File: src/hw/rtl/ilb_pkg.sv
package ilb_pkg;

  localparam int ActionW = 2;
  localparam int ModeW   = 2;
  localparam int IndexW  = 7;
  localparam int DataW   = 32;
  localparam int StatusW = 2;
  localparam int CountW  = 7;

  localparam logic [ActionW-1:0] ACT_INSERT = 2'd0;
  localparam logic [ActionW-1:0] ACT_REMOVE = 2'd1;
  localparam logic [ActionW-1:0] ACT_READ   = 2'd2;

  localparam logic [ModeW-1:0] MODE_INDEX = 2'd0;
  localparam logic [ModeW-1:0] MODE_FRONT = 2'd1;
  localparam logic [ModeW-1:0] MODE_BACK  = 2'd2;

  localparam logic [StatusW-1:0] ST_OK      = 2'd0;
  localparam logic [StatusW-1:0] ST_EMPTY   = 2'd1;
  localparam logic [StatusW-1:0] ST_INVALID = 2'd2;
  localparam logic [StatusW-1:0] ST_FULL    = 2'd3;

  // Shift control broadcast to every cell of the chain
  typedef struct packed {
    logic ins;
    logic rem;
  } ilb_ctl_t;

endpackage

File: src/hw/rtl/ilb_cell.sv
module ilb_cell import ilb_pkg::*; #(
  parameter int PosW = 6,
  parameter int Idx  = 0
) (
  input  logic                    clk,
  input  ilb_ctl_t                ctl,
  input  logic [PosW-1:0]         pos,
  input  logic signed [DataW-1:0] value,
  input  logic signed [DataW-1:0] prev_entry,
  input  logic signed [DataW-1:0] next_entry,
  output logic signed [DataW-1:0] entry,
  output logic signed [DataW-1:0] tap
);

  localparam logic [PosW-1:0] MyPos = PosW'(Idx);

  logic hit;
  logic above;

  assign hit   = (pos == MyPos);
  assign above = (MyPos > pos);

  // Insert: take the neighbor in front, or the new value at the slot itself.
  // Remove: take the neighbor behind from the slot onward.
  always_ff @(posedge clk) begin
    if (ctl.ins && above) begin
      entry <= prev_entry;
    end else if (ctl.ins && hit) begin
      entry <= value;
    end else if (ctl.rem && (above || hit)) begin
      entry <= next_entry;
    end
  end

  assign tap = hit ? entry : '0;

endmodule

File: config.mk
export PLATFORM = sky130hd
export DESIGN_NAME = ilb_cell
export DESIGN_NICKNAME = d
export VERILOG_FILES = /design/src/hw/rtl/ilb_pkg.sv /design/src/hw/rtl/ilb_cell.sv
export SDC_FILE = /design/constraint.sdc
export NUM_CORES = 1
export LEC_CHECK = 0
export ABC_AREA = 1
export BUFFER_PORTS_ARGS = -buffer_cell sky130_fd_sc_hd__buf_2
export CORE_UTILIZATION = 41
export DETAILED_ROUTE_END_ITERATION = 10
export PLACE_DENSITY = 0.87
export SLEW_MARGIN = 20
export SYNTH_ARGS = -nofsm -noshare
export SYNTH_HDL_FRONTEND = slang
export SYNTH_SLANG_ARGS = --single-unit
File: constraint.sdc
create_clock -name clk -period 7.65 [get_ports clk]
set_input_delay 1.53 -clock clk [delete_from_list [all_inputs] [get_ports clk]]
set_output_delay 1.53 -clock clk [all_outputs]
set_load 0.005 [all_outputs]
==> summary.txt <==
Fin crit period: 4451 ps
Post-synth design cell area: 1896 sq um
Grt ovf: 0
CP Capture Type: output port
Worst-Margin Slew: 644.5 ps
TritonRoute pass-1 iters: 4
DR WL/cell: 10.96 um
Reg clk slew, reported paths: 60 ps
Total wire length: 4383 um
Setup_tns: 0 ps
Post-Synth Adder-Cell Area: 0%
Largest net degree at the start of global routing: 35
DIE HEIGHT: 70.00 um
Startpoint types: input pin
Post-detail-place hpwl: 3355 um
Worst-path fanout max: 33
Avg Cell Area, Syn: 8.817 sq um
Clock root buffer: clkbuf_8
Post-synth cell types: 16
Seq/Total Area, Yosys: 50.69%
Largest registers: entry x32
Area Overhead vs Synth: 38.81%
Crit path kind: input pin to output port
Syn nets: 320
Yosys reg bits: 32
HP Class: input pin to flip-flop
Total number of vias: 1,800
CTS Sinks: 32
Period utilisation layout: 58.19%
Synthesized instance count: 215
Clock Path Buffers: 2
Reg power frac: 55.6%
Number of failing hold endpoints at the final stage: 0
Fraction of synthesized area in multiplexers: 0%
VDD IR max: 0.00007968 V
FMAX: 224.7 MHz
Max reg flops: 32
Crit path DAT: 2920 ps
Number of vias per cell: 4.500
Most frequent cells in the layout: buf_2 (136), nand2_1 (64), nand3_1 (32), inv_1 (32), edfxtp_1 (32)
Crit path required time: 6120 ps
Post-CTS Hold Fix Bufs: 0
Commonest non-fill, non-tap cell in the layout: buf_2
Switch Pwr: 0.00007488 W
Max-cap viol count: 0
Outcome: complete, no violations
Pleak: 1.467 nW
Top reg by flops: entry
Unrepaired setup endpoints after global routing: false
Clk pwr share: 34.0%
Switching Share: 21.28%
Final setup violation count: 0
GR Util met1: 20.86%
Setup bufs post-CTS: 0
Total track usage: 18.50%
Fill cells: 388
Share of post-route cells with drive strength above 1: 51.15%
Core Area: 4384 sq um
Hold Slack: 1523 ps
Synth Area in XOR/XNOR: 0%
Pint: 0.0002771 W
Die extent in x: 70.00 um
CTS tree: yes
Slew Viols, Final: 0
Drc violations: 0
Largest family of logic cells by synthesized area: simple AND/OR/NAND/NOR gates
Post-Synth Simple-Gate Area: 36.77%
Logic pwr share: 10.4%
Pwr dens: 133.8 nW/um^2
Nets: 452
Post-synthesis compound-gate area fraction: 0%
Number of global-route vias before repair: 1,644
Port Buf Inserts: 136
CTS H-tree depth: 2
Antenna violations before repair: 0
I/O pins: 169
Most Crowded Layer GR: met2
Row count: 24
DIE AREA: 4899 sq um
Post-CTS Resized: 0
Global-route wire length before repair: 7120 um
Ant diodes: 0
Rel. slew slack: 57.03%
M3 GR Usage: 3.608%
Routability cong.: 0.9137
DR iter-0 viols: 76
Num CTS Buffers: 5
Detail Route Antenna Nets: 0
Starting Density: 43.24%
Synth warnings: 0
Met2 usage: 33.97%
-- cells in the mapped netlist --
cell type / n / area (sq um)
buf_2: 4 / 20.02
clkbuf_1: 3 / 11.26
nand3_1: 32 / 160.2
buf_12: 1 / 20.02
edfxtp_1: 32 / 960.9
nor2_2: 20 / 125.1
nor2_1: 7 / 26.28
inv_2: 1 / 3.750
nand2_1: 64 / 240.2
nand4_1: 1 / 6.260
nand2_2: 1 / 6.260
nor2_4: 10 / 112.6
inv_4: 1 / 6.260
buf_6: 5 / 56.30
nor2_8: 1 / 20.02
inv_1: 32 / 120.1
-- final timing paths --
path	cells past startpoint	startpoint	end
hold / removal	3	next_entry[24]	entry[24]
setup / recovery	7	pos[3]	tap[23]
-- worst max-delay path, stage by stage --
cell	delay, ps
buf_2	90
nor2_1	160
nand2_2	110
nor2_8	370
inv_4	330
nor2_2	160
buf_2	130
-- through the flow --
stage	utilization (%)	power [W]	setup slack (ps)	std cells	area [sq um]
CTS	60.02	0.0003550	3208	400	2631
floorplan	-	0.0002146	3869	215	1896
detailed placement	58.19	0.0002363	3209	392	2551
global placement	58.19	0.0002350	3242	392	2551
finish	60.02	0.0003520	3199	400	2631
global route	60.02	0.0003682	3056	400	2631
-- layer usage --
layer	wire, um	up-vias
met5	0	-
met3	239	6
met4	84	0
met2	2327	94
li1	-	929
met1	1732	771
-- power groups by stage --
stage	clock [W]	combinational [W]	sequential [W]
floorplan	0	0.0000151	0.000200
global placement	0	0.0000357	0.000199
detailed placement	0	0.0000369	0.000199
CTS	0.000122	0.0000369	0.000196
global route	0.000131	0.0000414	0.000196
finish	0.000120	0.0000366	0.000196
-- kinds of logic after synthesis --
kind of cell,after synthesis
buffers and inverters,47
flip-flops,32
AND/OR/NAND/NOR,136
-- final cells by class --
cell class | instances | area, sq um | share of cell area, %
multi-input cells | 136 | 699.4 | 26.58
well taps | 52 | 65.06 | 2.473
inverters | 34 | 130.1 | 4.945
clock buffers | 7 | 76.32 | 2.901
clock inverters | 1 | 3.754 | 0.1427
flip-flops and latches | 32 | 960.9 | 36.52
repair buffers | 138 | 695.7 | 26.44
Note: power is estimated with default switching activity, not from simulation.
